$ cat src/rtl/bev_pkg.sv
package bev_pkg;

   // Default sizes of the block.
   localparam int NUM_BUTTONS_DEF = 3;
   localparam int COUNT_BITS_DEF  = 16;

   // Configuration registers.
   localparam int CFG_BITS     = 16;
   localparam int CSR_IDX_BITS = 2;

   localparam logic [CSR_IDX_BITS-1:0] REG_REPEAT_THRESHOLD     = 2'd0;
   localparam logic [CSR_IDX_BITS-1:0] REG_REPEAT_INTERVAL      = 2'd1;
   localparam logic [CSR_IDX_BITS-1:0] REG_LONG_PRESS_THRESHOLD = 2'd2;

   localparam logic [CFG_BITS-1:0] RST_REPEAT_THRESHOLD     = 16'd20;
   localparam logic [CFG_BITS-1:0] RST_REPEAT_INTERVAL      = 16'd4;
   localparam logic [CFG_BITS-1:0] RST_LONG_PRESS_THRESHOLD = 16'd40;

   // Input word opcodes.
   localparam logic OP_SCAN   = 1'b0;
   localparam logic OP_IGNORE = 1'b1;

   // Controller states.
   typedef enum logic [2:0] {
      ST_IDLE,
      ST_STEP,
      ST_DIV,
      ST_RECORD,
      ST_EMIT
   } state_type;

   // Commands from the controller to the datapath.
   typedef struct packed {
      logic accept;
      logic step;
      logic div_step;
      logic record;
      logic next_btn;
      logic emit;
   } cmd_type;

   // Status from the datapath to the controller.
   typedef struct packed {
      logic is_scan;
      logic repeat_check;
      logic div_last;
      logic last_btn;
      logic pending;
   } status_type;

endpackage

$ cat src/rtl/bev_div.sv
module bev_div #(
   parameter int DVD_BITS = 16,
   parameter int DVS_BITS = 16
) (
   input  logic                clock,
   input  logic                start,
   input  logic                step,
   input  logic [DVD_BITS-1:0] dividend,
   input  logic [DVS_BITS-1:0] divisor,
   output logic                last_step,
   output logic                rem_zero
);

   localparam int CNT_BITS = (DVD_BITS > 1) ? $clog2(DVD_BITS) : 1;

   logic [DVD_BITS-1:0] dvd_ff, dvd_in;
   logic [DVS_BITS-1:0] rem_ff, rem_in;
   logic [CNT_BITS-1:0] cnt_ff, cnt_in;
   logic [DVS_BITS:0]   shifted;
   logic [DVS_BITS:0]   trial;

   // One restoring step: bring in the next dividend bit and subtract if it fits.
   always_comb begin
      shifted = {rem_ff, dvd_ff[DVD_BITS-1]};
      trial   = shifted - {1'b0, divisor};
      dvd_in  = dvd_ff;
      rem_in  = rem_ff;
      cnt_in  = cnt_ff;
      if (start) begin
         dvd_in = dividend;
         rem_in = '0;
         cnt_in = '0;
      end else if (step) begin
         dvd_in = {dvd_ff[DVD_BITS-2:0], 1'b0};
         cnt_in = cnt_ff + 1'b1;
         if (!trial[DVS_BITS]) begin
            rem_in = trial[DVS_BITS-1:0];
         end else begin
            rem_in = shifted[DVS_BITS-1:0];
         end
      end
   end

   always_ff @(posedge clock) begin
      dvd_ff <= dvd_in;
      rem_ff <= rem_in;
      cnt_ff <= cnt_in;
   end

   assign last_step = (cnt_ff == CNT_BITS'(DVD_BITS - 1));
   assign rem_zero  = (rem_ff == '0);

endmodule

$ cat src/rtl/bev_ctrl.sv
module bev_ctrl (
   input  logic                clock,
   input  logic                reset,
   input  logic                req_valid,
   output logic                req_stall,
   output logic                csr_ready,
   input  bev_pkg::status_type status,
   output bev_pkg::cmd_type    cmd
);

   import bev_pkg::*;

   state_type state_ff, state_in;

   always_ff @(posedge clock) begin
      if (reset) begin
         state_ff <= ST_IDLE;
      end else begin
         state_ff <= state_in;
      end
   end

   // Next state.
   always_comb begin
      state_in = state_ff;
      unique case (state_ff)
         ST_IDLE: begin
            if (req_valid && status.is_scan) begin
               state_in = ST_STEP;
            end
         end
         ST_STEP: begin
            state_in = status.repeat_check ? ST_DIV : ST_RECORD;
         end
         ST_DIV: begin
            if (status.div_last) begin
               state_in = ST_RECORD;
            end
         end
         ST_RECORD: begin
            state_in = status.last_btn ? ST_EMIT : ST_STEP;
         end
         ST_EMIT: begin
            if (!status.pending) begin
               state_in = ST_IDLE;
            end
         end
         default: state_in = ST_IDLE;
      endcase
   end

   // Outputs.
   always_comb begin
      req_stall    = 1'b1;
      csr_ready    = 1'b0;
      cmd          = '0;
      unique case (state_ff)
         ST_IDLE: begin
            req_stall  = 1'b0;
            csr_ready  = 1'b1;
            cmd.accept = req_valid;
         end
         ST_STEP: begin
            cmd.step = 1'b1;
         end
         ST_DIV: begin
            cmd.div_step = 1'b1;
         end
         ST_RECORD: begin
            cmd.record   = 1'b1;
            cmd.next_btn = !status.last_btn;
         end
         ST_EMIT: begin
            cmd.emit = 1'b1;
         end
         default: begin
            cmd = '0;
         end
      endcase
   end

endmodule

$ cat src/rtl/bev_dpath.sv
module bev_dpath #(
   parameter int NUM_BUTTONS = bev_pkg::NUM_BUTTONS_DEF,
   parameter int COUNT_BITS  = bev_pkg::COUNT_BITS_DEF,
   parameter int ID_BITS     = (NUM_BUTTONS > 1) ? $clog2(NUM_BUTTONS) : 1
) (
   input  logic                              clock,
   input  logic                              reset,
   input  logic                              req_opcode,
   input  logic [NUM_BUTTONS-1:0]            req_pressed_levels,
   input  logic [NUM_BUTTONS-1:0]            req_ignore_mask,
   input  logic                              csr_valid,
   input  logic                              csr_ready,
   input  logic [bev_pkg::CSR_IDX_BITS-1:0]  csr_index,
   input  logic [bev_pkg::CFG_BITS-1:0]      csr_wdata,
   output logic                              rsp_valid,
   input  logic                              rsp_stall,
   output logic [ID_BITS-1:0]                rsp_button_id,
   output logic                              rsp_is_press,
   output logic                              rsp_is_release,
   output logic                              rsp_is_repeat,
   output logic                              rsp_is_long_press,
   output logic                              rsp_last_event,
   input  bev_pkg::cmd_type                  cmd,
   output bev_pkg::status_type               status
);

   import bev_pkg::*;

   localparam int CMP_BITS = (COUNT_BITS > CFG_BITS) ? COUNT_BITS : CFG_BITS;

   // Configuration registers.
   logic [CFG_BITS-1:0] thr_ff, intv_ff, lpt_ff;

   // Per-button state.
   logic [NUM_BUTTONS-1:0] held_ff, held_in;
   logic [NUM_BUTTONS-1:0] ign_ff, ign_in;
   logic [COUNT_BITS-1:0]  count_ff [NUM_BUTTONS];
   logic [COUNT_BITS-1:0]  count_in [NUM_BUTTONS];

   // Pending events of the current tick, one slot per kind and button.
   logic [NUM_BUTTONS-1:0] pr_ff, pr_in;
   logic [NUM_BUTTONS-1:0] press_ff, press_in;
   logic [NUM_BUTTONS-1:0] rep_ff, rep_in;
   logic [NUM_BUTTONS-1:0] lng_ff, lng_in;

   // Tick in progress.
   logic [NUM_BUTTONS-1:0] levels_ff;
   logic [ID_BITS-1:0]     idx_ff;
   logic                   elig_ff;
   logic                   long_hit_ff;

   // Output register.
   logic                   rsp_valid_ff;
   logic [ID_BITS-1:0]     rsp_id_ff;
   logic                   rsp_press_ff, rsp_release_ff, rsp_repeat_ff, rsp_long_ff, rsp_last_ff;

   // Current button values.
   logic                   cur_now, cur_held;
   logic [COUNT_BITS-1:0]  cur_cnt, cnt_new;
   logic [CMP_BITS-1:0]    cnt_ext, thr_ext, lpt_ext, excess;
   logic                   elig, long_hit;
   logic [COUNT_BITS-1:0]  dividend;
   logic                   div_last, rem_zero;

   // Event selection.
   logic [ID_BITS-1:0]     sel_b;
   logic [NUM_BUTTONS-1:0] sel_hot, pr_clr, rep_clr, lng_clr, remaining;
   logic                   pending, out_free, emit_load, sel_last;

   // Hold count update and threshold checks for the current button.
   always_comb begin
      cur_now  = levels_ff[idx_ff];
      cur_held = held_ff[idx_ff];
      cur_cnt  = count_ff[idx_ff];
      cnt_new  = cur_now ? cur_cnt + 1'b1 : '0;
      cnt_ext  = CMP_BITS'(cnt_new);
      thr_ext  = CMP_BITS'(thr_ff);
      lpt_ext  = CMP_BITS'(lpt_ff);
      excess   = cnt_ext - thr_ext;
      elig     = (intv_ff != '0) && (cnt_ext > thr_ext);
      long_hit = (cnt_ext == lpt_ext);
      dividend = excess[COUNT_BITS-1:0];
   end

   // Remainder of the excess count by the repeat interval.
   bev_div #(
      .DVD_BITS (COUNT_BITS),
      .DVS_BITS (CFG_BITS)
   ) u_div (
      .clock     (clock),
      .start     (cmd.step),
      .step      (cmd.div_step),
      .dividend  (dividend),
      .divisor   (intv_ff),
      .last_step (div_last),
      .rem_zero  (rem_zero)
   );

   // Pick the lowest button with a pending event, then the first kind within it.
   always_comb begin
      sel_b = '0;
      for (int b = NUM_BUTTONS - 1; b >= 0; b--) begin
         if (pr_ff[b] || rep_ff[b] || lng_ff[b]) begin
            sel_b = ID_BITS'(b);
         end
      end
      sel_hot = NUM_BUTTONS'(1) << sel_b;
      pr_clr  = '0;
      rep_clr = '0;
      lng_clr = '0;
      if (pr_ff[sel_b]) begin
         pr_clr = sel_hot;
      end else if (rep_ff[sel_b]) begin
         rep_clr = sel_hot;
      end else begin
         lng_clr = sel_hot;
      end
      remaining = (pr_ff & ~pr_clr) | (rep_ff & ~rep_clr) | (lng_ff & ~lng_clr);
      sel_last  = ~|remaining;
      pending   = |(pr_ff | rep_ff | lng_ff);
      out_free  = !rsp_valid_ff || !rsp_stall;
      emit_load = cmd.emit && pending && out_free;
   end

   // Next values of the per-button state and the event slots.
   always_comb begin
      held_in  = held_ff;
      ign_in   = ign_ff;
      count_in = count_ff;
      pr_in    = pr_ff;
      press_in = press_ff;
      rep_in   = rep_ff;
      lng_in   = lng_ff;
      if (cmd.accept && (req_opcode == OP_IGNORE)) begin
         ign_in = ign_ff | req_ignore_mask;
      end
      if (cmd.step) begin
         held_in[idx_ff]  = cur_now;
         count_in[idx_ff] = cnt_new;
         if (cur_now != cur_held) begin
            if (cur_now) begin
               pr_in[idx_ff]    = 1'b1;
               press_in[idx_ff] = 1'b1;
               ign_in[idx_ff]   = 1'b0;
            end else if (!ign_ff[idx_ff]) begin
               pr_in[idx_ff]    = 1'b1;
               press_in[idx_ff] = 1'b0;
            end
         end
      end
      if (cmd.record && !ign_ff[idx_ff]) begin
         rep_in[idx_ff] = elig_ff && rem_zero;
         lng_in[idx_ff] = long_hit_ff;
      end
      if (emit_load) begin
         pr_in  = pr_ff & ~pr_clr;
         rep_in = rep_ff & ~rep_clr;
         lng_in = lng_ff & ~lng_clr;
      end
   end

   // Button state and event slots.
   always_ff @(posedge clock) begin
      if (reset) begin
         held_ff <= '0;
         ign_ff  <= '0;
         pr_ff   <= '0;
         rep_ff  <= '0;
         lng_ff  <= '0;
         for (int b = 0; b < NUM_BUTTONS; b++) begin
            count_ff[b] <= '0;
         end
      end else begin
         held_ff  <= held_in;
         ign_ff   <= ign_in;
         count_ff <= count_in;
         pr_ff    <= pr_in;
         rep_ff   <= rep_in;
         lng_ff   <= lng_in;
      end
   end

   // Press or release direction of each slot needs no reset.
   always_ff @(posedge clock) begin
      press_ff <= press_in;
   end

   // Tick sequencing registers.
   always_ff @(posedge clock) begin
      if (reset) begin
         idx_ff <= '0;
      end else if (cmd.accept) begin
         idx_ff <= '0;
      end else if (cmd.next_btn) begin
         idx_ff <= idx_ff + 1'b1;
      end
   end

   always_ff @(posedge clock) begin
      if (cmd.accept) begin
         levels_ff <= req_pressed_levels;
      end
      if (cmd.step) begin
         elig_ff     <= elig;
         long_hit_ff <= long_hit;
      end
   end

   // Configuration registers; an unknown index is dropped.
   always_ff @(posedge clock) begin
      if (reset) begin
         thr_ff  <= RST_REPEAT_THRESHOLD;
         intv_ff <= RST_REPEAT_INTERVAL;
         lpt_ff  <= RST_LONG_PRESS_THRESHOLD;
      end else if (csr_valid && csr_ready) begin
         unique case (csr_index)
            REG_REPEAT_THRESHOLD:     thr_ff  <= csr_wdata;
            REG_REPEAT_INTERVAL:      intv_ff <= csr_wdata;
            REG_LONG_PRESS_THRESHOLD: lpt_ff  <= csr_wdata;
            default: ;
         endcase
      end
   end

   // Output register.
   always_ff @(posedge clock) begin
      if (reset) begin
         rsp_valid_ff <= 1'b0;
      end else if (emit_load) begin
         rsp_valid_ff <= 1'b1;
      end else if (!rsp_stall) begin
         rsp_valid_ff <= 1'b0;
      end
   end

   always_ff @(posedge clock) begin
      if (emit_load) begin
         rsp_id_ff      <= sel_b;
         rsp_press_ff   <= (pr_clr != '0) && press_ff[sel_b];
         rsp_release_ff <= (pr_clr != '0) && !press_ff[sel_b];
         rsp_repeat_ff  <= (rep_clr != '0);
         rsp_long_ff    <= (lng_clr != '0);
         rsp_last_ff    <= sel_last;
      end
   end

   assign rsp_valid         = rsp_valid_ff;
   assign rsp_button_id     = rsp_id_ff;
   assign rsp_is_press      = rsp_press_ff;
   assign rsp_is_release    = rsp_release_ff;
   assign rsp_is_repeat     = rsp_repeat_ff;
   assign rsp_is_long_press = rsp_long_ff;
   assign rsp_last_event    = rsp_last_ff;

   // Status to the controller.
   always_comb begin
      status.is_scan      = (req_opcode == OP_SCAN);
      status.repeat_check = elig;
      status.div_last     = div_last;
      status.last_btn     = (idx_ff == ID_BITS'(NUM_BUTTONS - 1));
      status.pending      = pending;
   end

`ifndef ASSERT_OFF
   // A released button always has a cleared hold count.
   for (genvar g = 0; g < NUM_BUTTONS; g++) begin : g_chk
      a_released_zero: assert property (@(posedge clock) disable iff (reset)
         !held_ff[g] |-> (count_ff[g] == '0))
         else $error("Released button has a nonzero hold count.");
   end

   // Each word loaded into the output register consumes exactly one event slot.
   a_emit_one: assert property (@(posedge clock) disable iff (reset)
      emit_load |=> ($countones({pr_ff, rep_ff, lng_ff}) + 1 ==
                     $past($countones({pr_ff, rep_ff, lng_ff}))))
      else $error("Output load did not consume exactly one event.");

   // A new item is taken only after every event of the previous tick has left.
   a_accept_clean: assert property (@(posedge clock) disable iff (reset)
      cmd.accept |-> !pending)
      else $error("Item accepted while events are still pending.");

   // The output register fills only from an emission load.
   a_rsp_source: assert property (@(posedge clock) disable iff (reset)
      $rose(rsp_valid_ff) |-> $past(emit_load))
      else $error("Output word appeared without an emission load.");
`endif

endmodule

$ cat src/rtl/button_event_generator.sv
// Scan tick: the item is accepted, then each button in turn passes a step state, a
// remainder division if it is above the repeat threshold with a nonzero interval,
// and a record state; events then leave as the output register frees, until none is left.
// A set-ignore word is taken in the idle state; one item is worked on at a time.
// Reset (synchronous, active high) releases all buttons, clears hold counts and
// ignore marks, and loads the registers with 20, 4 and 40.
module button_event_generator #(
   parameter int NUM_BUTTONS = bev_pkg::NUM_BUTTONS_DEF,
   parameter int COUNT_BITS  = bev_pkg::COUNT_BITS_DEF,
   parameter int ID_BITS     = (NUM_BUTTONS > 1) ? $clog2(NUM_BUTTONS) : 1
) (
   input  logic                             clock,
   input  logic                             reset,
   input  logic                             req_valid,
   output logic                             req_stall,
   input  logic                             req_opcode,
   input  logic [NUM_BUTTONS-1:0]           req_pressed_levels,
   input  logic [NUM_BUTTONS-1:0]           req_ignore_mask,
   input  logic                             csr_valid,
   output logic                             csr_ready,
   input  logic [bev_pkg::CSR_IDX_BITS-1:0] csr_index,
   input  logic [bev_pkg::CFG_BITS-1:0]     csr_wdata,
   output logic                             rsp_valid,
   input  logic                             rsp_stall,
   output logic [ID_BITS-1:0]               rsp_button_id,
   output logic                             rsp_is_press,
   output logic                             rsp_is_release,
   output logic                             rsp_is_repeat,
   output logic                             rsp_is_long_press,
   output logic                             rsp_last_event
);

   import bev_pkg::*;

   cmd_type    cmd;
   status_type status;

   // Sequencer.
   bev_ctrl u_ctrl (
      .clock     (clock),
      .reset     (reset),
      .req_valid (req_valid),
      .req_stall (req_stall),
      .csr_ready (csr_ready),
      .status    (status),
      .cmd       (cmd)
   );

   // Button state, registers, remainder unit and output register.
   bev_dpath #(
      .NUM_BUTTONS (NUM_BUTTONS),
      .COUNT_BITS  (COUNT_BITS),
      .ID_BITS     (ID_BITS)
   ) u_dpath (
      .clock              (clock),
      .reset              (reset),
      .req_opcode         (req_opcode),
      .req_pressed_levels (req_pressed_levels),
      .req_ignore_mask    (req_ignore_mask),
      .csr_valid          (csr_valid),
      .csr_ready          (csr_ready),
      .csr_index          (csr_index),
      .csr_wdata          (csr_wdata),
      .rsp_valid          (rsp_valid),
      .rsp_stall          (rsp_stall),
      .rsp_button_id      (rsp_button_id),
      .rsp_is_press       (rsp_is_press),
      .rsp_is_release     (rsp_is_release),
      .rsp_is_repeat      (rsp_is_repeat),
      .rsp_is_long_press  (rsp_is_long_press),
      .rsp_last_event     (rsp_last_event),
      .cmd                (cmd),
      .status             (status)
   );

endmodule
$ cat config.mk
export PLATFORM = sky130hd
export DESIGN_NAME = button_event_generator
export DESIGN_NICKNAME = d
export VERILOG_FILES = /design/src/rtl/bev_pkg.sv /design/src/rtl/bev_div.sv /design/src/rtl/bev_ctrl.sv /design/src/rtl/bev_dpath.sv /design/src/rtl/button_event_generator.sv
export SDC_FILE = /design/constraint.sdc
export NUM_CORES = 1
export LEC_CHECK = 0
export ABC_AREA = 0
export BUFFER_PORTS_ARGS = -buffer_cell sky130_fd_sc_hd__buf_2
export CAP_MARGIN = 20
export CORE_MARGIN = 10
export CORE_UTILIZATION = 40
export CTS_CLUSTER_SIZE = 8
export DETAILED_ROUTE_END_ITERATION = 16
export PLACE_DENSITY = 0.6
export SYNTH_ARGS = -nofsm -noshare
export SYNTH_HDL_FRONTEND = slang
export SYNTH_HIERARCHICAL = 1
export SYNTH_SLANG_ARGS = --single-unit
export TNS_END_PERCENT = 100
$ cat constraint.sdc
create_clock -name clock -period 4.6 [get_ports clock]
set_input_delay 0.23 -clock clock [delete_from_list [all_inputs] [get_ports clock]]
set_output_delay 0.23 -clock clock [all_outputs]
set_load 0.02 [all_outputs]
==> results of run 1 <==
==> flip-flops by register name, indices dropped and copies added, names as in the netlist, named ones only <==
name / count
u_dpath/rep_ff: 3
u_dpath/rsp_is_long_press: 1
u_dpath/idx_ff: 2
u_dpath/rsp_valid: 1
u_dpath/intv_ff: 16
u_dpath/lng_ff: 3
u_dpath/elig_ff: 1
u_dpath/rsp_is_press: 1
u_dpath/pr_ff: 3
u_dpath/thr_ext: 16
u_dpath/levels_ff: 3
u_dpath/u_div/cnt_ff: 4
u_dpath/count_ff: 48
u_dpath/rsp_is_repeat: 1
u_dpath/u_div/dvd_ff: 16
u_dpath/held_ff: 3
u_dpath/rsp_button_id: 2
u_dpath/u_div/rem_ff: 16
u_dpath/lpt_ext: 16
u_dpath/ign_ff: 3
u_dpath/rsp_last_event: 1
u_dpath/rsp_is_release: 1
u_dpath/long_hit_ff: 1
u_ctrl/state_ff: 3
==> worst max-delay path, cell delays in order (launching register included) <==
cell	delay [ns]
dfxtp_2	0.40
nor2b_2	0.15
buf_4	0.23
o2bb2ai_2	0.21
ha_2	0.30
xnor2_1	0.13
nor2_1	0.05
buf_4	0.16
ha_1	0.33
nor2b_1	0.15
o21ai_0	0.22
a21boi_0	0.15
o21ai_0	0.22
a21boi_0	0.17
o21ba_2	0.25
or4_1	0.49
o311ai_0	0.10
mux2_2	0.20
==> cells in the mapped netlist (6+ instances only) <==
master      n  area share [%]
buf_1       6            0.23
and2_1     12            0.78
nand4_1     9            0.59
nand2_1   249             9.7
or3_1       7            0.46
mux2_2     18             2.1
xnor2_1    24             2.2
a311oi_1    7            0.64
mux2i_1    19             2.0
nor2b_1    14            0.91
ha_1       37             4.8
a211oi_1    9            0.70
clkbuf_1   40             1.6
nor2_1     74             2.9
inv_1      52             2.0
nand2b_1   11            0.72
nor3b_1     6            0.47
edfxtp_1   31             9.7
a31oi_1     8            0.52
nand3_1    14            0.73
nor4_1     13            0.85
nor3_1     21             1.1
buf_4       6            0.47
dfxtp_1   137              29
a311oi_2    8             1.3
xor2_1     13             1.2
a21oi_1   145             7.6
o21ai_0    31             1.6
==> what timing repair did <==
item	4_1_cts	5_1_grt
hold buffers	3	0
setup buffers	0	0
setup endpoints to repair	0	3
hold endpoints to repair	3	0
resized for setup	0	2
==> layer usage <==
| layer | vias up | GRT usage (%) | part of all wire, % |
|---|---|---|---|
| met5 | - | 0 | 0 |
| met4 | 0 | 4.63 | 1.2 |
| met3 | 20 | 3.02 | 4.8 |
| met2 | 195 | 25.1 | 45 |
| met1 | 3861 | 22.2 | 49 |
| li1 | 4090 | - | - |
==> metrics by stage <==
step / power [W] / utilization, %
detailed placement: 0.00335 / 42.8
floorplan: 0.00302 / -
CTS: 0.00493 / 45.6
finish: 0.00490 / 45.7
global placement: 0.00334 / 42.8
global route: 0.00520 / 45.7
==> layout make-up <==
class,instances,area (µm²),area share [%]
tap,319,399,3.71
timing repair buffer,64,397,3.69
clock inverter,10,166,1.55
multi-input combinational,866,5450,50.7
sequential,168,3670,34.1
clock buffer,22,474,4.41
inverter,53,199,1.85
==> how the worst min path moves through the flow <==
stage / from / endpoint
final: csr_wdata[4] / u_dpath/thr_ext[4]
after global routing: csr_wdata[4] / u_dpath/thr_ext[4]
after CTS: csr_wdata[4] / u_dpath/thr_ext[4]
after global placement: req_pressed_levels[0] / u_dpath/levels_ff[0]
after detailed placement: req_pressed_levels[0] / u_dpath/levels_ff[0]
after floorplan: reset / u_ctrl/state_ff[2]
==> power groups by stage <==
stage | combinational, W | sequential [W] | clock (W)
2_1_floorplan | 0.00127 | 0.00175 | 0
3_3_place_gp | 0.00154 | 0.00180 | 0
3_5_place_dp | 0.00155 | 0.00180 | 0
4_1_cts | 0.00157 | 0.00177 | 0.00159
5_1_grt | 0.00176 | 0.00179 | 0.00164
6_report | 0.00156 | 0.00178 | 0.00156
==> logic make-up after synthesis <==
kind of cell,after synthesis,share of synthesized area [%]
simple gates,472,23.7
mux,40,4.56
compound gates,274,19.2
xor+xnor,39,3.71
fa+ha+maj,41,5.44
flops,168,38.2
buf+inv,112,5.18
==> impl_results.md, run 1 <==
- Antenna diodes: 0
- Minimum setup slack among reg-to-reg paths: 0.51 ns
- Residual antenna-violating net count after detailed routing: 0
- Tcrit/Tclk final: 88.8%
- Leakage Power: 3.92 nW
- DR pass1 iterations: 5
- Share of total power consumed by net switching: 34.5%
- Worst slew slack as a fraction of its limit: 37.9%
- Slew at the pin closest to its max-slew limit: 0.931 ns
- Post-synthesis average cell area: 8.38 µm²
- Switching component of the power: 0.00169 W
- Count of synthesis-stage warnings from yosys: 6
- Part of the total power dissipated in sequential elements: 36.3%
- Depth of the worst register-to-register path: 17
- Top-level I/O count: 40
- # setup viols final: 0
- Maximum vdd drop: 270 µV
- Clock transition at path regs: 0.07 ns
- Detailed placer's ending HPWL: 18300 µm
- Placement row count: 56
- Dominant synthesized flop cell: dfxtp_1
- Initial antenna violation count: 0
- Critical path required time: 4.89 ns
- Reg2reg end: u_dpath/u_div/dvd_ff[14]
- GRT Util Overall: 16.1%
- Width of the die: 175 µm
- Clock buffers created by TritonCTS: 17
- Final Cell Area: 0.0108 mm²
- Core Box Area: 0.0235 mm²
- CTS Root Buffer Type: clkbuf_16
- FFs w/ async S/R, synth: 0%
- Syn_nets: 1215
- Status: finished clean
- Clock skew after layout: 0.0119 ns
- Worst Path Class, Setup: reg -> reg
- Total grt overflow: 0
- Die height: 175 µm
- Worst Path Max Fanout: 13
- Number of design-rule violations left by the first detailed-router iteration: 559
- Cells after Synth: 1146
- Crit end category: flop
- Critical path endpoint: u_dpath/u_div/dvd_ff[14]
- Most common library cell in the layout ignoring fill and taps: nand2_1
- Count of fill cells added during filler insertion: 2356
- Startpoint type of the worst setup path: flop
- Largest net degree at the start of global routing: 66
- Final Worst Setup Slack: 0.513 ns
- Combinational share of power: 31.9%
- Number of clock sinks: 168
- Setup Slack @ Placement: 0.435 ns
- Wire length of the first global-routing pass: 40200 µm
- Power share of the clock group: 31.8%
- Distinct cell type count of the synthesized netlist: 92
- Detailed-route DRC error count: 0
- Area of the die: 0.0306 mm²
- Count of buffers from port buffering: 39
- Total wire length: 24900 µm
- Final worst path period need: 4.09 ns
- Routed length per placed instance: 16.6 µm
- Post-placement cell count: 1466
- Via count of the first global-routing pass: 7572
- Setup_tns: 0 ns
- Number of buffers on the longest clock path: 2
- Syn Std Cell Area: 0.00961 mm²
- Data arrival time of the critical path: 4.38 ns
- Placement Cell Area: 0.0101 mm²
- Most used cells in the layout excluding fill and tap cells: 249 x nand2_1, 145 x a21oi_1, 136 x dfxtp_1
- Maximum clock frequency: 245 MHz
- Clock latency on the worst-skew pair: 0.43 ns
- Final Hold Fails: 0
- Starting density of the core: 40.8%
- Flop and latch count out of synthesis: 168
- CTS tree: built
- Last weighted congestion value of the routability-driven placer: 0.901
- Number of max-cap violations: 0
- Fraction of layout cells with a size suffix above 1: 14.3%
- Launching instance or port of the critical path: u_dpath/idx_ff[0]
- Source of the worst register-to-register timing path: u_dpath/idx_ff[0]
- RSZ-0062 raised after global routing: false
- Total vias in the final route: 8166
- Post-synthesis sequential area ratio: 38.2%
- Number of nets in the final layout: 1239
- Power density over the cells: 455 mW/mm²
- Ratio of routed vias to standard cells: 5.44
- Internal power: 0.00321 W
- Number of standard cells in the final layout excluding fillers: 1502
- Final Hold Slack: 0.0541 ns
- Pins Over Slew Limit: 0
- Depth of the worst hold-timing path: 2
- Depth of the CTS H-tree: 4
- Post-synth EDFFs: 31
- Type of the most critical hold path: in -> reg
- Signed area change from the synthesized netlist to the final layout: 12.0%
Note: power is estimated with default switching activity, not from simulation.
==> inputs of run 2 (changes only) <==
--- a/config.mk
+++ b/config.mk
@@ -15,6 +15,5 @@
 export PLACE_DENSITY = 0.6
 export SYNTH_ARGS = -nofsm -noshare
 export SYNTH_HDL_FRONTEND = slang
-export SYNTH_HIERARCHICAL = 1
 export SYNTH_SLANG_ARGS = --single-unit
 export TNS_END_PERCENT = 100
==> run 2 against run 1 <==
Clock skew down 0.0025 ns. Core utilization up 0.18 points. Highest routed layer unchanged. Synthesized area down 3.9%. Routed wire length down 0.92%. Design area down 3.2%. First-iteration DRC count up 41%. Via count down 2.0%. Register-to-register slack worse by 0.17 ns.
==> impl_results.md, run 2 <==
- Width of the die: 172 µm (-1.7%)
- Clock buffers created by TritonCTS: 17 (unchanged)
- Syn_nets: 1204 (-0.91%)
- Number of standard cells in the final layout excluding fillers: 1464 (-2.5%)
- Type of the most critical hold path: in -> reg
- Post-CTS Setup Repair Bufs: 0 (unchanged)
- Pins Over Slew Limit: 0 (unchanged)
- Slew at the pin closest to its max-slew limit: 1.21 ns (+0.275 ns)
- Die height: 172 µm (-1.7%)
- Source of the worst register-to-register timing path: u_dpath.idx_ff[1]
- Leakage Power: 3.90 nW (-0.56%)
- Ratio of routed vias to standard cells: 5.47 (+0.55%)
- Crit end category: flop
- Number of max-cap violations: 0 (unchanged)
- Syn Std Cell Area: 0.00924 mm² (-3.9%)
- Post-placement cell count: 1428 (-2.6%)
- Power density over the cells: 503 mW/mm² (+11%)
- Last weighted congestion value of the routability-driven placer: 0.866 (-3.9%)
- Data arrival time of the critical path: 4.45 ns (+0.07 ns)
- Share of total power consumed by net switching: 34.7% (+0.15 points)
- Launching instance or port of the critical path: u_dpath.idx_ff[1]
- Worst Path Max Fanout: 13 (unchanged)
- Dominant synthesized flop cell: dfxtp_1
- Total grt overflow: 0 (unchanged)
- Placement row count: 55 (-1.8%)
- # setup viols final: 0 (unchanged)
- CTS tree: built
- Cells after Synth: 1135 (-0.96%)
- Most frequent cells after synthesis: 250 x nand2_1, 137 x a21oi_1, 137 x dfxtp_1, 63 x nor2_1, 60 x inv_1
- Part of the total power dissipated in sequential elements: 33.9% (-2.4 points)
- Number of nets in the final layout: 1235 (-0.32%)
- Number of buffers on the longest clock path: 2 (unchanged)
- RSZ-0062 raised after global routing: false
- Combinational share of power: 36.7% (+4.8 points)
- Most used cells in the layout excluding fill and tap cells: 250 x nand2_1, 137 x a21oi_1, 137 x dfxtp_1
- Most common library cell in the layout ignoring fill and taps: nand2_1
- Count of synthesis-stage warnings from yosys: 0 (-6)
- Flop and latch count out of synthesis: 168 (unchanged)
- Hold Crit Start: csr_wdata[9]
- Total wire length: 24700 µm (-0.92%)
- Clock latency on the worst-skew pair: 0.43 ns (about the same)
- Post-synth EDFFs: 31 (unchanged)
- Post-layout utilization of the core: 45.9% (+0.18 points)
- Via count of the first global-routing pass: 7478 (-1.2%)
- Overall power: 0.00524 W (+7.0%)
- Total vias in the final route: 8003 (-2.0%)
- Busiest grt layer: met2
- Count of buffers from port buffering: 39 (unchanged)
- Internal power: 0.00342 W (+6.8%)
- Tcrit/Tclk final: 92.6% (+3.8 points)
- Status: finished clean
- Critical path required time: 4.79 ns (-0.10 ns)
- Area of the die: 0.0296 mm² (-3.4%)
- Startpoint type of the worst setup path: flop
- Global-route met2 utilization: 25.5% (+0.48 points)
- Worst Path Class, Setup: reg -> reg
- Main area contributors after synthesis: dfxtp_1 30%, nand2_1 10%, edfxtp_1 10%
- Wire length of the first global-routing pass: 39700 µm (-1.3%)
- Setup_tns: 0 ns (unchanged)
- Final Hold Fails: 0 (unchanged)
- Distinct cell type count of the synthesized netlist: 79 (-14%)
- DR pass1 iterations: 5 (unchanged)
- CTS Root Buffer Type: clkbuf_16
- Final Hold Slack: 0.0697 ns (+0.0157 ns)
- Number of flip-flops in the largest register: 48 (unchanged)
- Most instantiated library cell after synthesis: nand2_1
- Count of fill cells added during filler insertion: 2281 (-3.2%)
- Global routing met1 resource utilization: 24.0% (+1.8 points)
- GRT Util Overall: 16.9% (+0.79 points)
- Fraction of layout cells with a size suffix above 1: 10.6% (-3.7 points)
- Register name with the most flops: u_dpath.count_ff
- Starting density of the core: 40.7% (-0.13 points)
- Area share of the largest cell type after synthesis: 29.7% (+1.1 points)
- Number of clock sinks: 168 (unchanged)
- Routed length per placed instance: 16.8 µm (+1.7%)
- Signed area change from the synthesized netlist to the final layout: 12.8%
- Detailed-route DRC error count: 0 (unchanged)
- Residual antenna-violating net count after detailed routing: 0 (unchanged)
- Detailed placer's ending HPWL: 18100 µm (-1.4%)
- Initial antenna violation count: 0 (unchanged)
- Switching component of the power: 0.00182 W (+7.5%)
- Final worst path period need: 4.26 ns (+0.174 ns)
- Maximum clock frequency: 235 MHz (-4.1%)
- Maximum vdd drop: 393 µV (+46%)
- Number of design-rule violations left by the first detailed-router iteration: 788 (+41%)
- Top-level I/O count: 40 (unchanged)
- Depth of the CTS H-tree: 4 (unchanged)
- Largest net degree at the start of global routing: 59 (-11%)
- Post-synthesis average cell area: 8.14 µm² (-2.9%)
- Worst slew slack as a fraction of its limit: 19.0% (-19 points)
- FFs w/ async S/R, synth: 0% (unchanged)
- Power share of the clock group: 29.4% (-2.4 points)
- Core Box Area: 0.0227 mm² (-3.5%)
- Routing usage on met3: 3.28% (+0.27 points)
- Antenna diodes: 0 (unchanged)
- Post-synthesis sequential area ratio: 39.8% (+1.5 points)
- Clock skew after layout: 0.00946 ns (-0.00247 ns)
- Clock transition at path regs: 0.07 ns (about the same)
- Library cell with the largest summed area after synthesis: dfxtp_1
==> run 2: cell count changes after synthesis, moves of 10 or more <==
cell / previous run / this run
nor2_1: 74 / 63
mux2i_1: 19 / 35
a21o_1: 2 / 12
mux2_2: 18 / 4
==> run 2: per-stage QoR <==
stage	cell area, µm²	setup slack [ns]
global route	10400	0.0411
detailed placement	9740	0.359
global placement	9740	0.417
finish	10400	0.339
floorplan	9240	0.276
CTS	10400	0.295
==> run 2: critical path: stages (launching register included) <==
cell       delay (ns)
dfxtp_1          0.38
nor2b_4          0.34
buf_4            0.20
a2bb2oi_2        0.09
or4_1            0.72
nor2_2           0.33
nor3_1           0.13
buf_4            0.17
ha_1             0.36
nand2_1          0.10
nor2_1           0.11
o211ai_1         0.13
a21boi_0         0.40
o31a_1           0.30
a211oi_1         0.10
a21o_1           0.17
==> run 2: final cells by class <==
type | instances | area, µm² | share of cell area (%)
clock buffers | 21 | 470 | 4.51
clock inverters | 11 | 159 | 1.52
inverters | 62 | 233 | 2.23
multi-input cells | 849 | 5100 | 49.0
flip-flops and latches | 168 | 3670 | 35.2
well taps | 285 | 357 | 3.42
repair buffers | 68 | 427 | 4.09
==> run 2: logic make-up after synthesis <==
| logic type | share of synthesized area, % |
|---|---|
| adders and majority gates | 5.66 |
| buffers and inverters | 5.17 |
| muxes | 4.40 |
| and+or+nand+nor | 21.9 |
| xor gates and xnor gates | 3.52 |
| AOI/OAI and AO/OA | 19.6 |
| DFF | 39.8 |
==> run 2: power groups by stage <==
stage	Combinational [W]	Sequential [W]	Clock, W
after floorplan	0.00163	0.00176	0
after global placement	0.00191	0.00181	0
after detailed placement	0.00192	0.00181	0
after CTS	0.00193	0.00178	0.00157
after global routing	0.00213	0.00180	0.00163
final	0.00193	0.00178	0.00154
==> run 2: final timing paths <==
| check | endpoint | slack (ns) | cells after the start |
|---|---|---|---|
| setup / recovery | u_dpath.u_div.dvd_ff[11] | 0.34 | 15 |
| hold / removal | u_dpath.thr_ext[9] | 0.07 | 3 |
| setup reg to reg | u_dpath.u_div.dvd_ff[11] | 0.34 | 15 |
| hold reg to reg | u_dpath.count_ff[25] | 0.46 | 2 |
==> run 2: routing by layer <==
metal	routed length, µm	share of wire (%)
met1	12500	51
met2	10900	44
met3	1020	4.1
met4	272	1.1
met5	0	0
==> run 2: timing repair <==
action,in CTS,in global routing
resized for setup,0,2
hold endpoints to repair,3,0
hold buffers,3,0
endpoints found under the setup margin,0,2
==> inputs of run 3 (changes only) <==
--- a/config.mk
+++ b/config.mk
@@ -12,7 +12,7 @@
 export CORE_UTILIZATION = 40
 export CTS_CLUSTER_SIZE = 8
 export DETAILED_ROUTE_END_ITERATION = 16
-export PLACE_DENSITY = 0.6
+export PLACE_DENSITY = 0.62
 export SYNTH_ARGS = -nofsm -noshare
 export SYNTH_HDL_FRONTEND = slang
 export SYNTH_SLANG_ARGS = --single-unit
==> constraint.sdc (replaced) <==
create_clock -name clock -period 3.84 [get_ports clock]
set_input_delay 0.192 -clock clock [delete_from_list [all_inputs] [get_ports clock]]
set_output_delay 0.192 -clock clock [all_outputs]
set_load 0.02 [all_outputs]
==> run 3 against run 2 <==
Worst setup slack got worse by 0.16 ns. Total power increased by 20%. Final cell count increased by 3.0%. Routed wire length increased by 0.75%. First-iteration DRC count decreased by 20%. Critical path depth increased by 2. Core utilization increased by 2.2 points. Critical endpoint is now u_dpath.u_div.dvd_ff[10]. Highest routed layer unchanged.
==> impl_results.md, run 3 (same netlist as run 2, synthesis figures left out) <==
- Number of design-rule violations left by the first detailed-router iteration: 629 (-20%)
- Die height: 172 µm (unchanged)
- Worst slew slack as a fraction of its limit: 44.1% (+25 points)
- Area of the die: 0.0296 mm² (unchanged)
- Hold Crit Start: csr_wdata[6]
- Depth of the worst register-to-register path: 17 (+2)
- Wire length of the first global-routing pass: 39300 µm (-0.99%)
- Critical path required time: 4.01 ns (-0.78 ns)
- Register name with the most flops: u_dpath.count_ff
- Clock transition at path regs: 0.07 ns (about the same)
- Fraction of layout cells with a size suffix above 1: 16.0% (+5.4 points)
- Depth of the CTS H-tree: 4 (unchanged)
- Terminating pin of the worst hold path: u_dpath.thr_ext[6]
- Worst Path Max Fanout: 6 (-7)
- Width of the die: 172 µm (unchanged)
- # setup viols final: 0 (unchanged)
- Reg2reg end: u_dpath.u_div.dvd_ff[10]
- Tcrit/Tclk final: 95.3% (+2.6 points)
- Ratio of routed vias to standard cells: 5.43 (-0.71%)
- Source of the worst register-to-register timing path: u_dpath.idx_ff[1]
- Final worst path period need: 3.66 ns (-0.602 ns)
- Routed length per placed instance: 16.5 µm (-2.2%)
- Crit end category: flop
- CTS Root Buffer Type: clkbuf_16
- Antenna diodes: 0 (unchanged)
- Clock skew after layout: 0.00977 ns (+0.000302 ns)
- Power density over the cells: 577 mW/mm² (+15%)
- Post-placement cell count: 1465 (+2.6%)
- Number of nets in the final layout: 1279 (+3.6%)
- Most common library cell in the layout ignoring fill and taps: nand2_1
- Detailed placer's ending HPWL: 18500 µm (+2.4%)
- Detailed-route DRC error count: 0 (unchanged)
- Final Hold Fails: 0 (unchanged)
- Minimum setup slack among reg-to-reg paths: 0.18 ns (-0.16 ns)
- Type of the most critical hold path: in -> reg
- Number of buffers on the longest clock path: 2 (unchanged)
- Depth of the worst hold-timing path: 3 (unchanged)
- Signed area change from the synthesized netlist to the final layout: 18.2%
- Initial antenna violation count: 0 (unchanged)
- Largest net degree at the start of global routing: 76 (+29%)
- DR pass1 iterations: 5 (unchanged)
- Number of standard cells in the final layout excluding fillers: 1508 (+3.0%)
- Total vias in the final route: 8185 (+2.3%)
- Clock buffers created by TritonCTS: 17 (unchanged)
- Number of clock sinks: 168 (unchanged)
- Leakage Power: 4.13 nW (+6.1%)
- Count of fill cells added during filler insertion: 2222 (-2.6%)
- Number of flip-flops in the largest register: 48 (unchanged)
- Residual antenna-violating net count after detailed routing: 0 (unchanged)
- Startpoint type of the worst setup path: flop
- Most used cells in the layout excluding fill and tap cells: 250 x nand2_1, 136 x dfxtp_1, 134 x a21oi_1
- Status: finished clean
- Number of max-cap violations: 0 (unchanged)
- Storage cell area: 0.00368 mm² (+0.10%)
- Slew at the pin closest to its max-slew limit: 0.839 ns (-0.367 ns)
- Final Hold Slack: 0.0211 ns (-0.0486 ns)
- Maximum vdd drop: 471 µV (+20%)
- Pins Over Slew Limit: 0 (unchanged)
- Core Box Area: 0.0227 mm² (unchanged)
- Starting density of the core: 40.7% (unchanged)
- Placement row count: 55 (unchanged)
- Via count of the first global-routing pass: 7575 (+1.3%)
- Count of buffers from port buffering: 39 (unchanged)
- Last weighted congestion value of the routability-driven placer: 0.923 (+6.6%)
- Top-level I/O count: 40 (unchanged)
- GRT Util Overall: 16.6% (-0.26 points)
- Maximum clock frequency: 273 MHz (+16%)
- Clock latency on the worst-skew pair: 0.43 ns (about the same)
- Data arrival time of the critical path: 3.83 ns (-0.62 ns)
- Total grt overflow: 0 (unchanged)
- CTS tree: built
- Total wire length: 24800 µm (+0.75%)
- Combined area of the multi-input logic cells: 0.00528 mm² (+3.5%)
- Worst Path Class, Setup: reg -> reg
==> run 3: cell count changes in the layout (fill, tap and decap cells not counted), sizes merged <==
cell,change
clkbuf,-3
buf,+42
bufinv,-2
nor2b,+1
clkinv,+3
clkinvlp,+1
inv,+1
dlygate4sd3,+1
==> run 3: power by group <==
part	leakage (nW)	switching (W)	internal, W	total, W
registers	1.40	0.000148	0.00198	0.00213
clock network	0.286	0.000775	0.000929	0.00170
logic	2.45	0.00132	0.00115	0.00247
==> run 3: repair_timing <==
action	CTS	global route
gates resized for setup	1	36
endpoints found under the hold margin	4	0
setup endpoints to repair	2	9
hold buffers	4	0
pin swaps	0	13
setup buffers	0	6
cloned	0	1
==> run 3: how the worst max path moves through the flow <==
stage / start / to / slack, ns / cells after the start
final: u_dpath.idx_ff[1] / u_dpath.u_div.dvd_ff[10] / 0.18 / 17
after global routing: u_dpath.idx_ff[1] / u_dpath.u_div.dvd_ff[10] / -0.005 / 17
after CTS: u_dpath.idx_ff[1] / u_ctrl.state_ff[0] / 0.001 / 18
after detailed placement: u_dpath.idx_ff[1] / u_dpath.u_div.dvd_ff[11] / 0.01 / 14
after global placement: u_dpath.idx_ff[1] / u_dpath.u_div.dvd_ff[11] / 0.09 / 14
after floorplan: u_dpath.idx_ff[1] / u_dpath.u_div.dvd_ff[14] / -0.01 / 18
==> run 3: worst max-delay path: stages, from the launching register on <==
cell and delay, ns:
dfxtp_4 0.37, buf_8 0.14, mux2i_4 0.22, o2bb2ai_2 0.09, ha_2 0.21, and2_1 0.16
a32oi_2 0.29, nor3_2 0.10, or2_2 0.32, nor2_4 0.15, ha_4 0.23, inv_2 0.06
o21bai_2 0.09, a2111oi_4 0.43, o31ai_1 0.14, a21oi_1 0.17, xor2_1 0.15, o21ai_0 0.08
==> run 3: area by class of cell <==
class	instances	share of cell area (%)
Clock buffer	18	4.02
Clock inverter	14	1.26
Inverter	62	2.17
Multi-Input combinational cell	850	48.4
Sequential cell	168	33.7
Tap cell	285	3.27
Timing Repair Buffer	111	7.22
==> run 3: layer usage <==
| metal | global-route usage (%) | vias to the layer above | share of wire [%] |
|---|---|---|---|
| met3 | 3.40 | 29 | 4.5 |
| li1 | - | 4137 | - |
| met5 | 0 | - | 0 |
| met4 | 4.20 | 0 | 1.5 |
| met2 | 25.6 | 161 | 45 |
| met1 | 23.1 | 3858 | 49 |
==> run 3: metrics by stage <==
| step | power (W) | util, % | TNS (ns) | setup WS [ns] | area, µm² |
|---|---|---|---|---|---|
| final | 0.00630 | 48.1 | 0 | 0.181 | 10900 |
| after global routing | 0.00667 | 48.1 | -0.0101 | -0.00498 | 10900 |
| after CTS | 0.00631 | 47.1 | 0 | 0.00102 | 10700 |
| after detailed placement | 0.00460 | 44.3 | 0 | 0.0103 | 10100 |
| after global placement | 0.00459 | 44.3 | 0 | 0.0939 | 10100 |
| after floorplan | 0.00406 | - | -0.0128 | -0.0128 | 9270 |
